<file path="src/ccd_pkg.sv">
`timescale 1ns / 1ps
`default_nettype none
// ----------------------------------------------------------------------------
// ccd_pkg
// Shared constants and types of the control-change encoding detector.
// ----------------------------------------------------------------------------
package ccd_pkg;

   localparam int WINDOW      = 8;
   localparam int CONTROLLERS = 128;

   localparam int HEAD_W     = (WINDOW > 1) ? $clog2(WINDOW) : 1;
   localparam int FILL_W     = $clog2(WINDOW + 1);
   localparam int CTL_W      = (CONTROLLERS > 1) ? $clog2(CONTROLLERS) : 1;
   localparam int CTL_DEPTH  = 1 << CTL_W;
   localparam int VADDR_W    = CTL_W + HEAD_W;
   localparam int VAL_DEPTH  = 1 << VADDR_W;

   typedef enum logic [2:0] {
      MODE_ABSOLUTE = 3'd0,
      MODE_VREL1    = 3'd1,
      MODE_VREL2    = 3'd2,
      MODE_VREL3    = 3'd3,
      MODE_MINMAX1  = 3'd4,
      MODE_MINMAX2  = 3'd5,
      MODE_BINOFF   = 3'd6,
      MODE_UNKNOWN  = 3'd7
   } ccd_mode_type;

   typedef struct packed {
      logic clear;
      logic take;
   } ccd_cls_ctl_type;

   typedef struct packed {
      logic [FILL_W-1:0] fill;
      logic [HEAD_W-1:0] head;
   } ccd_ctl_state_type;

endpackage
`default_nettype wire

</file>
<file path="src/ccd_classify.sv">
`timescale 1ns / 1ps
`default_nettype none
// ----------------------------------------------------------------------------
// ccd_classify
// Shared range-compare unit: folds one window word per cycle into rule flags
// and turns the flags into a mode by priority.
// ----------------------------------------------------------------------------
module ccd_classify (
   input  wire logic                     clock,
   input  wire ccd_pkg::ccd_cls_ctl_type ctl,
   input  wire logic [6:0]               value,
   output ccd_pkg::ccd_mode_type         mode
);
   import ccd_pkg::*;

   logic v1_ff, v2_ff, v3_ff, zero_ff, m1_ff, m2_ff, bo_ff;
   logic v1_in, v2_in, v3_in, zero_in, m1_in, m2_in, bo_in;
   logic is_zero, in_off;

   always_comb begin
      is_zero = (value == 7'd0);
      in_off  = (value >= 7'd63) && (value <= 7'd65);
      v1_in   = v1_ff && (is_zero || ((value >= 7'd61) && (value <= 7'd67)));
      v2_in   = v2_ff && (is_zero || ((value >= 7'd1) && (value <= 7'd3))
                                  || (value >= 7'd125));
      v3_in   = v3_ff && (is_zero || ((value >= 7'd12) && (value <= 7'd15))
                                  || ((value >= 7'd17) && (value <= 7'd19)));
      zero_in = zero_ff || is_zero;
      m1_in   = m1_ff && ((value == 7'd1) || (value == 7'd127));
      m2_in   = m2_ff && ((value == 7'd63) || (value == 7'd65));
      bo_in   = bo_ff && in_off;
   end

   always_ff @(posedge clock) begin
      if (ctl.clear) begin
         v1_ff   <= 1'b1;
         v2_ff   <= 1'b1;
         v3_ff   <= 1'b1;
         zero_ff <= 1'b0;
         m1_ff   <= 1'b1;
         m2_ff   <= 1'b1;
         bo_ff   <= 1'b1;
      end else if (ctl.take) begin
         v1_ff   <= v1_in;
         v2_ff   <= v2_in;
         v3_ff   <= v3_in;
         zero_ff <= zero_in;
         m1_ff   <= m1_in;
         m2_ff   <= m2_in;
         bo_ff   <= bo_in;
      end
   end

   always_comb begin
      priority if (v1_ff && zero_ff) begin
         mode = MODE_VREL1;
      end else if (v2_ff && zero_ff) begin
         mode = MODE_VREL2;
      end else if (v3_ff && zero_ff) begin
         mode = MODE_VREL3;
      end else if (m1_ff) begin
         mode = MODE_MINMAX1;
      end else if (m2_ff) begin
         mode = MODE_MINMAX2;
      end else if (bo_ff) begin
         mode = MODE_BINOFF;
      end else begin
         mode = MODE_ABSOLUTE;
      end
   end

endmodule
`default_nettype wire
</file>
<file path="config.mk">
export PLATFORM = sky130hd
export DESIGN_NAME = ccd_classify
export DESIGN_NICKNAME = d
export VERILOG_FILES = /design/src/ccd_pkg.sv /design/src/ccd_classify.sv
export SDC_FILE = /design/constraint.sdc
export NUM_CORES = 1
export LEC_CHECK = 0
export BUFFER_PORTS_ARGS = -buffer_cell sky130_fd_sc_hd__buf_4
export CAP_MARGIN = 10
export CORE_AREA = 10 10 47 49
export DETAILED_ROUTE_END_ITERATION = 6
export DIE_AREA = 0 0 57 59
export GPL_TIMING_DRIVEN = 0
export MAX_ROUTING_LAYER = met4
export RECOVER_POWER = 100
export SLEW_MARGIN = 0
export SYNTH_ARGS = -nofsm -noshare
export SYNTH_HDL_FRONTEND = slang
export SYNTH_SLANG_ARGS = --single-unit
</file>
<file path="constraint.sdc">
create_clock -name clock -period 1.1 [get_ports clock]
set_input_delay 0.22 -clock clock [delete_from_list [all_inputs] [get_ports clock]]
set_output_delay 0.22 -clock clock [all_outputs]
set_load 0.05 [all_outputs]
</file>
==> impl_metrics.py, run 1 <==
metrics = {
    "status": {
        "outcome": "complete, but fails checks",
        "violations": "setup timing",
    },
    "synth": {
        "syn_inst": 58,
        "ys_seq_area_share_pct": 33.5,
        "synth.avg_cell_area_um2": 7.21,
        "synth-edff-count": 0,
        "ys_warn_count": 0,
        "synth_ff_type": "dfxtp_1",
        "synthDistinctLibCells": 24,
        "synth_fp_nets": 68,
        "synth-seq-cells": 7,
        "synth-async-reset-ratio_pct": 0,
        "netlist_area_um2": 418,
    },
    "route": {
        "highest_layer": "met4",
        "wl_met2_um": 511,
        "wl_met1_um": 529,
        "drt_iter0_drc": 9,
        "vias_per_cell": 5.39,
        "drtPass1Iterations": 4,
        "wire_per_inst_um": 12.3,
        "wirelength_mm": 1.09,
        "drc": 0,
        "ant_nets": 0,
        "vias": 480,
        "wl_met3_um": 28,
    },
    "critical_path": {
        "r2r_slack_ps": 440,
        "critPathRequiredTime_ps": 880,
        "arrival_ps": 1250,
        "timing.critical_path.fanout_max": 4,
        "endpoint_kind": "output port",
        "startpoint_type": "register",
        "rr_endpoint": "zero_ff",
        "cp-startpoint": "v3_ff",
        "path_class": "register to output port",
        "reg2regPathDepth": 2,
        "timing.rr.start": "zero_ff",
        "crit_end": "mode[2]",
    },
    "sta": {
        "finalSetupViolations": 5,
        "hold_viol": 0,
        "slew_violations": 0,
        "rsz0062_at_grt": "yes",
        "maxSlewHeadroom_pct": 74.2,
        "layout_setup_ws_ps": -373,
        "worst_pin_slew_ps": 385,
        "max_clock_freq_mhz": 679,
        "post-route-period-util_pct": 134,
        "finClkSkew_ps": 0,
        "layout_min_cycle_time_ps": 1470,
    },
    "clocking": {
        "clock-sinks": 7,
        "clockBufferDepth": 2,
        "clk_latency_ps": 240,
        "path_clk_slew_ps": 50,
        "cts_tree": "done",
        "cts_made_buffers": 3,
        "cts_root_buf": "clkbuf_4",
        "cts.hold.buffers_added": 0,
        "cts.htree.levels": 1,
    },
    "pwr": {
        "leakagePower_nw": 0.233,
        "power_density_mw_per_mm2": 1070,
        "power_w": 0.000657,
        "ir_drop_mv": 0.453,
    },
    "min_path": {
        "min-delay-start": "value[0]",
        "hp-class": "input pin to register",
    },
    "cells_and_area": {
        "fin_cells": 89,
        "layout-drive-gt1-share_pct": 35.6,
        "antennaDiodeCount": 0,
        "fin_nets": 84,
        "fin_area_um2": 616,
        "area_delta_synth_final_pct": 47.3,
    },
    "placed_design": {
        "place_area_um2": 561,
        "post-place-ws_ps": -257,
        "portBuffers": 10,
        "gp_congestion": 0.777,
        "placed_cells": 84,
        "dp_hpwl_um": 885,
    },
    "die": {
        "die_area_mm2": 0.00336,
        "coreArea_mm2": 0.00140,
        "pin_count": 13,
        "die_y_um": 59,
        "rows": 14,
        "die_width_um": 57,
        "initial_core_util_pct": 29.8,
    },
    "global_route": {
        "grt_antenna_before_repair": 0,
        "grt_pass1_wl_mm": 1.79,
        "globalRoute.totalOverflow": 0,
        "grt_pass1_vias": 435,
        "grt.total_usage_pct": 6.50,
        "grt_max_degree": 10,
    },
    "job": {
        "max_cap_viol_count": 0,
    },
}
[sequential cells by signal, indices dropped and copies added (netlist names)]
register	flops
v3_ff	1
bo_ff	1
v1_ff	1
m2_ff	1
v2_ff	1
m1_ff	1
zero_ff	1
[final cells by class]
class	count	area, um^2
inverters	2	7.51
multi-input cells	47	317
clock buffers	4	26.3
well taps	16	20.0
repair buffers	11	90.1
fillers	157	786
flip-flops and latches	7	146
plain buffers	2	8.76
[cells in the mapped netlist (2+ instances only)]
library cell	count	share of area (%)
a21oi_1	7	8.4
dfxtp_1	7	34
inv_1	2	1.8
nand2_1	6	5.4
nand2b_1	2	3.0
nor2_1	10	9.0
nor3_1	3	3.6
o21ai_0	4	4.8
o32a_1	2	4.8
[worst min path at each step]
| stage | endpoint | slack [ps] | cells past startpoint |
|---|---|---|---|
| finish | m2_ff | 250 | 3 |
| detailed placement | m2_ff | 490 | 3 |
| CTS | m2_ff | 240 | 3 |
| global route | m1_ff | 270 | 3 |
| floorplan | m2_ff | 360 | 2 |
| global placement | bo_ff | 490 | 1 |
[metal layers]
layer | up-vias | global-route usage, %
met3 | 2 | 1.50
li1 | 243 | -
met4 | 0 | 3.02
met2 | 15 | 9.92
met5 | - | -
met1 | 220 | 7.89
[report_power, final]
group / leakage (nW) / switching (W) / internal, W
Combinational: 0.159 / 0.0000767 / 0.0000645
Sequential: 0.0591 / 0.0000207 / 0.000273
Clock: 0.0150 / 0.0000837 / 0.000138
[cells by family after synthesis]
family | share of synthesized area, %
compound gates | 28.1
buf+inv | 3.59
flops | 33.5
simple gates | 34.7
[through the flow]
step,setup TNS (ps),hold WS [ps],util [%]
global route,-1270,269,43.9
floorplan,-535,362,-
detailed placement,-1730,490,40.0
finish,-823,253,43.9
global placement,-1670,489,40.0
CTS,-891,242,43.0
[worst max-delay path, stage by stage (launching register included)]
cell and delay [ps]:
dfxtp_2 330, or3_4 390, a21oi_4 130, buf_6 170
[repair_timing]
item / in CTS / in global routing
buffers inserted: 0 / 1
setup endpoints to repair: 5 / 6
pin swaps: 1 / 4
resized for setup: 5 / 6
[cells in the final DEF (no fill, tap or decap), drive strengths merged, types with 2 or more instances in the layout]
cell    instances
o32a            2
buf            11
nand2b          2
nor2           11
dfxtp           7
inv             2
a21oi           7
nor3            3
clkbuf          6
nand2           6
o21ai           5
No activity file was read; power rests on OpenSTA's default activity.
==> run 2: changes to the inputs <==
==> constraint.sdc (replaced) <==
create_clock -name clock -period 1.1 [get_ports clock]
set_input_delay 0.22 -clock clock [delete_from_list [all_inputs] [get_ports clock]]
set_output_delay 0.22 -clock clock [all_outputs]
set_load 0.02 [all_outputs]
==> impl_metrics.py, run 2 (synthesis gave the netlist of run 1 again) <==
metrics = {
    "status": {
        "outcome": "complete, but fails checks",
        "violations": "setup timing",
    },
    "route": {
        "ant_nets": 0,
        "vias": 460,
        "vias_per_cell": 5.17,
        "wirelength_mm": 1.06,
        "wire_per_inst_um": 11.9,
        "drt_iter0_drc": 10,
        "drtPass1Iterations": 4,
        "drc": 0,
    },
    "sta": {
        "finalSetupViolations": 6,
        "worst_pin_slew_ps": 357,
        "post-route-period-util_pct": 128,
        "rsz0062_at_grt": "yes",
        "finClkSkew_ps": 0,
        "slew_violations": 0,
        "max_clock_freq_mhz": 708,
        "layout_min_cycle_time_ps": 1410,
        "maxSlewHeadroom_pct": 75.9,
        "layout_setup_ws_ps": -312,
        "hold_viol": 0,
    },
    "cells_and_area": {
        "antennaDiodeCount": 0,
        "fin_nets": 84,
        "fin_area_um2": 613,
        "mostFrequentLayoutCells": "nor2_1, buf_4, a21oi_1, nand2_1",
        "layout-drive-gt1-share_pct": 38.4,
        "num-fill-cells": 145,
        "final_util_pct": 43.8,
        "area_delta_synth_final_pct": 46.7,
        "mostFrequentLayoutCell": "nor2_1",
    },
    "global_route": {
        "grt_pass1_vias": 468,
        "grtUsageMet2_pct": 10.9,
        "grt.total_usage_pct": 6.86,
        "busiest_layer": "met2",
        "use_met3_pct": 1.93,
        "grt_max_degree": 10,
        "met1_usage_pct": 6.81,
        "globalRoute.totalOverflow": 0,
        "grt_antenna_before_repair": 0,
        "grt_pass1_wl_mm": 1.82,
    },
    "critical_path": {
        "critPathTopFamily": "simple AND/OR/NAND/NOR gates",
        "path_class": "register to output port",
        "path_cells": "or3_4 -> a21oi_4 -> buf_6",
        "max_stage_delay_ps": 390,
        "arrival_ps": 1190,
        "startpoint_type": "register",
        "timing.critical_path.fanout_max": 2,
        "slowest_stage": "or3_4",
        "r2r_slack_ps": 410,
        "path_buf_inv": 1,
        "critPathRequiredTime_ps": 880,
        "endpoint_kind": "output port",
    },
    "die": {
        "die_area_mm2": 0.00336,
        "die_y_um": 59,
        "rows": 14,
        "die_width_um": 57,
        "coreArea_mm2": 0.00140,
        "pin_count": 13,
        "initial_core_util_pct": 29.8,
    },
    "clocking": {
        "clockBufferDepth": 2,
        "cts_made_buffers": 3,
        "path_clk_slew_ps": 50,
        "clock-sinks": 7,
        "cts_root_buf": "clkbuf_4",
        "clk_latency_ps": 240,
        "cts.htree.levels": 1,
        "cts_tree": "done",
    },
    "placed_design": {
        "post-place-ws_ps": -263,
        "portBuffers": 10,
        "place_area_um2": 524,
        "gp_congestion": 0.780,
    },
    "pwr": {
        "ir_drop_mv": 0.296,
        "leakagePower_nw": 0.235,
        "power_density_mw_per_mm2": 1050,
    },
    "job": {
        "max_cap_viol_count": 0,
    },
    "min_path": {
        "hp-class": "input pin to register",
    },
}
[run 2: cell type report]
cell class,instances,area [um^2],share of cell area [%]
timing repair buffer,11,87.6,14.3
clock buffer,4,26.3,4.29
buffer,2,8.76,1.43
inverter,2,7.51,1.22
multi-input combinational,47,314,51.2
sequential,7,149,24.3
tap,16,20.0,3.27
[run 2: path summary, 6_finish.rpt]
check / startpoint / end / depth (start not counted)
min reg2reg: m1_ff / m1_ff / 2
min: value[0] / m1_ff / 3
max: v2_ff / mode[2] / 3
max reg2reg: v2_ff / v2_ff / 2
[run 2: per-layer routing]
metal | share of wire, % | vias to the layer above
li1 | - | 241
met1 | 44 | 203
met2 | 49 | 14
met3 | 4.9 | 2
met4 | 2.5 | 0
met5 | 0 | -
[run 2: power breakdown]
group	internal, W	leakage, nW	switching, W	total (W)
registers	0.000274	0.0587	0.0000188	0.000293
logic	0.0000637	0.162	0.0000661	0.000130
clock network	0.000138	0.0150	0.0000837	0.000221
total	0.000476	0.235	0.000169	0.000644
[run 2: stage by stage]
step | total power [W] | TNS [ps] | cells | hold WS (ps)
detailed placement | 0.000407 | -1670 | 84 | 490
CTS | 0.000643 | -703 | 89 | 242
global placement | 0.000407 | -1710 | 84 | 481
global route | 0.000683 | -1130 | 89 | 265
floorplan | 0.000357 | -312 | 58 | 360
finish | 0.000644 | -693 | 89 | 250
[run 2: repair_timing]
item	in CTS	in global routing
hold buffers	0	0
endpoints found under the setup margin	4	7
buffers inserted	1	0
resized for setup	10	8
pin swaps	2	4
[run 2: worst min-delay path: cells and delay by family]
kind,cells,cell delay (ps)
AOI/OAI and AO/OA,1,50
buffers and inverters,1,130
and+or+nand+nor,1,60
==> run 3: changes to the inputs <==
--- a/config.mk
+++ b/config.mk
@@ -8,6 +8,7 @@
 export BUFFER_PORTS_ARGS = -buffer_cell sky130_fd_sc_hd__buf_4
 export CAP_MARGIN = 10
 export CORE_AREA = 10 10 47 49
+export CTS_BUF_LIST = sky130_fd_sc_hd__clkbuf_4
 export DETAILED_ROUTE_END_ITERATION = 6
 export DIE_AREA = 0 0 57 59
 export GPL_TIMING_DRIVEN = 0
==> impl_metrics.py, run 3 (synthesis gave the netlist of run 1 again) <==
metrics = {
    "clocking": {
        "path_clk_slew_ps": 50,
        "clockBufferDepth": 2,
        "clock-sinks": 7,
        "cts_made_buffers": 3,
        "cts.htree.levels": 1,
        "clk_latency_ps": 240,
        "cts_tree": "done",
        "cts_root_buf": "clkbuf_4",
    },
    "sta": {
        "finClkSkew_ps": 0,
        "slew_violations": 0,
        "finalSetupViolations": 7,
        "layout_setup_ws_ps": -312,
        "layout_min_cycle_time_ps": 1410,
        "hold_viol": 0,
        "worst_pin_slew_ps": 374,
        "max_clock_freq_mhz": 708,
        "post-route-period-util_pct": 128,
        "rsz0062_at_grt": "yes",
        "maxSlewHeadroom_pct": 74.8,
    },
    "status": {
        "violations": "setup timing",
        "outcome": "complete, but fails checks",
    },
    "global_route": {
        "globalRoute.totalOverflow": 0,
        "grt_max_degree": 10,
        "grt_pass1_vias": 466,
        "grt.total_usage_pct": 6.86,
        "grt_antenna_before_repair": 0,
        "grt_pass1_wl_mm": 1.82,
    },
    "critical_path": {
        "max_stage_delay_ps": 390,
        "arrival_ps": 1190,
        "slowest_stage": "or3_4",
        "critPathRequiredTime_ps": 880,
        "startpoint_type": "register",
        "cp-startpoint": "v2_ff",
        "r2r_slack_ps": 410,
        "timing.rr.start": "v2_ff",
        "path_class": "register to output port",
        "path_cells": "or3_4 -> a21oi_4 -> buf_6",
        "endpoint_kind": "output port",
        "reg2regPathDepth": 2,
        "timing.critical_path.fanout_max": 2,
        "rr_endpoint": "v2_ff",
        "crit_end": "mode[2]",
    },
    "die": {
        "coreArea_mm2": 0.00140,
        "die_y_um": 59,
        "pin_count": 13,
        "rows": 14,
        "die_width_um": 57,
        "initial_core_util_pct": 29.8,
        "die_area_mm2": 0.00336,
    },
    "cells_and_area": {
        "layout-drive-gt1-share_pct": 39.7,
        "mostFrequentLayoutCells": "nor2_1, buf_4, a21oi_1, nand2_1",
        "area_delta_synth_final_pct": 47.6,
        "fin_nets": 84,
        "mostFrequentLayoutCell": "nor2_1",
        "antennaDiodeCount": 0,
    },
    "pwr": {
        "power_density_mw_per_mm2": 1080,
        "power_w": 0.000669,
        "ir_drop_mv": 0.300,
        "leakagePower_nw": 0.239,
    },
    "placed_design": {
        "portBuffers": 10,
        "gp_congestion": 0.780,
        "post-place-ws_ps": -263,
    },
    "route": {
        "vias": 459,
        "ant_nets": 0,
        "drt_iter0_drc": 5,
        "drtPass1Iterations": 4,
        "vias_per_cell": 5.16,
        "wirelength_mm": 1.06,
        "wire_per_inst_um": 11.9,
        "drc": 0,
    },
    "job": {
        "max_cap_viol_count": 0,
    },
    "min_path": {
        "hp-class": "input pin to register",
    },
}
[run 3: cell counts in the layout (fill, tap and decap cells not counted)]
Identical to the previous run, type by type.
[run 3: worst min-delay path by stage]
stage	from	to	slack [ps]	depth (start not counted)
CTS	value[0]	m2_ff	240	3
floorplan	value[0]	m1_ff	360	2
global route	value[0]	m1_ff	270	3
global placement	v2_ff	v2_ff	480	1
finish	value[0]	m2_ff	250	3
detailed placement	v2_ff	v2_ff	490	1
[run 3: area by class of cell]
cell class	count	area [um^2]
tap	16	20.0
timing repair buffer	11	87.6
buffer	2	8.76
inverter	2	7.51
clock buffer	4	30.0
sequential	7	149
multi-input combinational	47	314
fill	145	785
[run 3: stage by stage]
step / utilization (%) / hold WS, ps / std cells / TNS (ps) / area, um^2
after floorplan: - / 360 / 58 / -312 / 429
after global placement: 37.4 / 481 / 84 / -1710 / 524
after detailed placement: 37.4 / 490 / 84 / -1670 / 524
after CTS: 42.2 / 240 / 89 / -694 / 592
after global routing: 44.0 / 268 / 89 / -1140 / 617
final: 44.0 / 247 / 89 / -699 / 617
[run 3: routing by layer]
layer	up-vias	GRT usage [%]	wire length [um]
met3	2	1.93	47
met2	12	10.9	522
li1	242	-	-
met5	-	-	0
met1	203	6.81	461
met4	0	6.04	26
[run 3: power by group]
group / leakage (nW) / total (W) / switching (W) / internal (W)
sequential: 0.0587 / 0.000293 / 0.0000187 / 0.000274
combinational: 0.162 / 0.000130 / 0.0000664 / 0.0000637
clock: 0.0184 / 0.000245 / 0.0000831 / 0.000162
total: 0.239 / 0.000669 / 0.000168 / 0.000500
[run 3: timing repair]
item	4_1_cts	5_1_grt
hold buffers	0	0
resized for setup	10	8
pin swaps	2	4
setup endpoints to repair	4	7
setup buffers	1	0
[run 3: critical path, delay by kind of cell (launching register included)]
kind / cells / cell delay [ps]
buffers and inverters: 1 / 120
and+or+nand+nor: 1 / 390
DFF: 1 / 310
AOI/OAI and AO/OA: 1 / 130
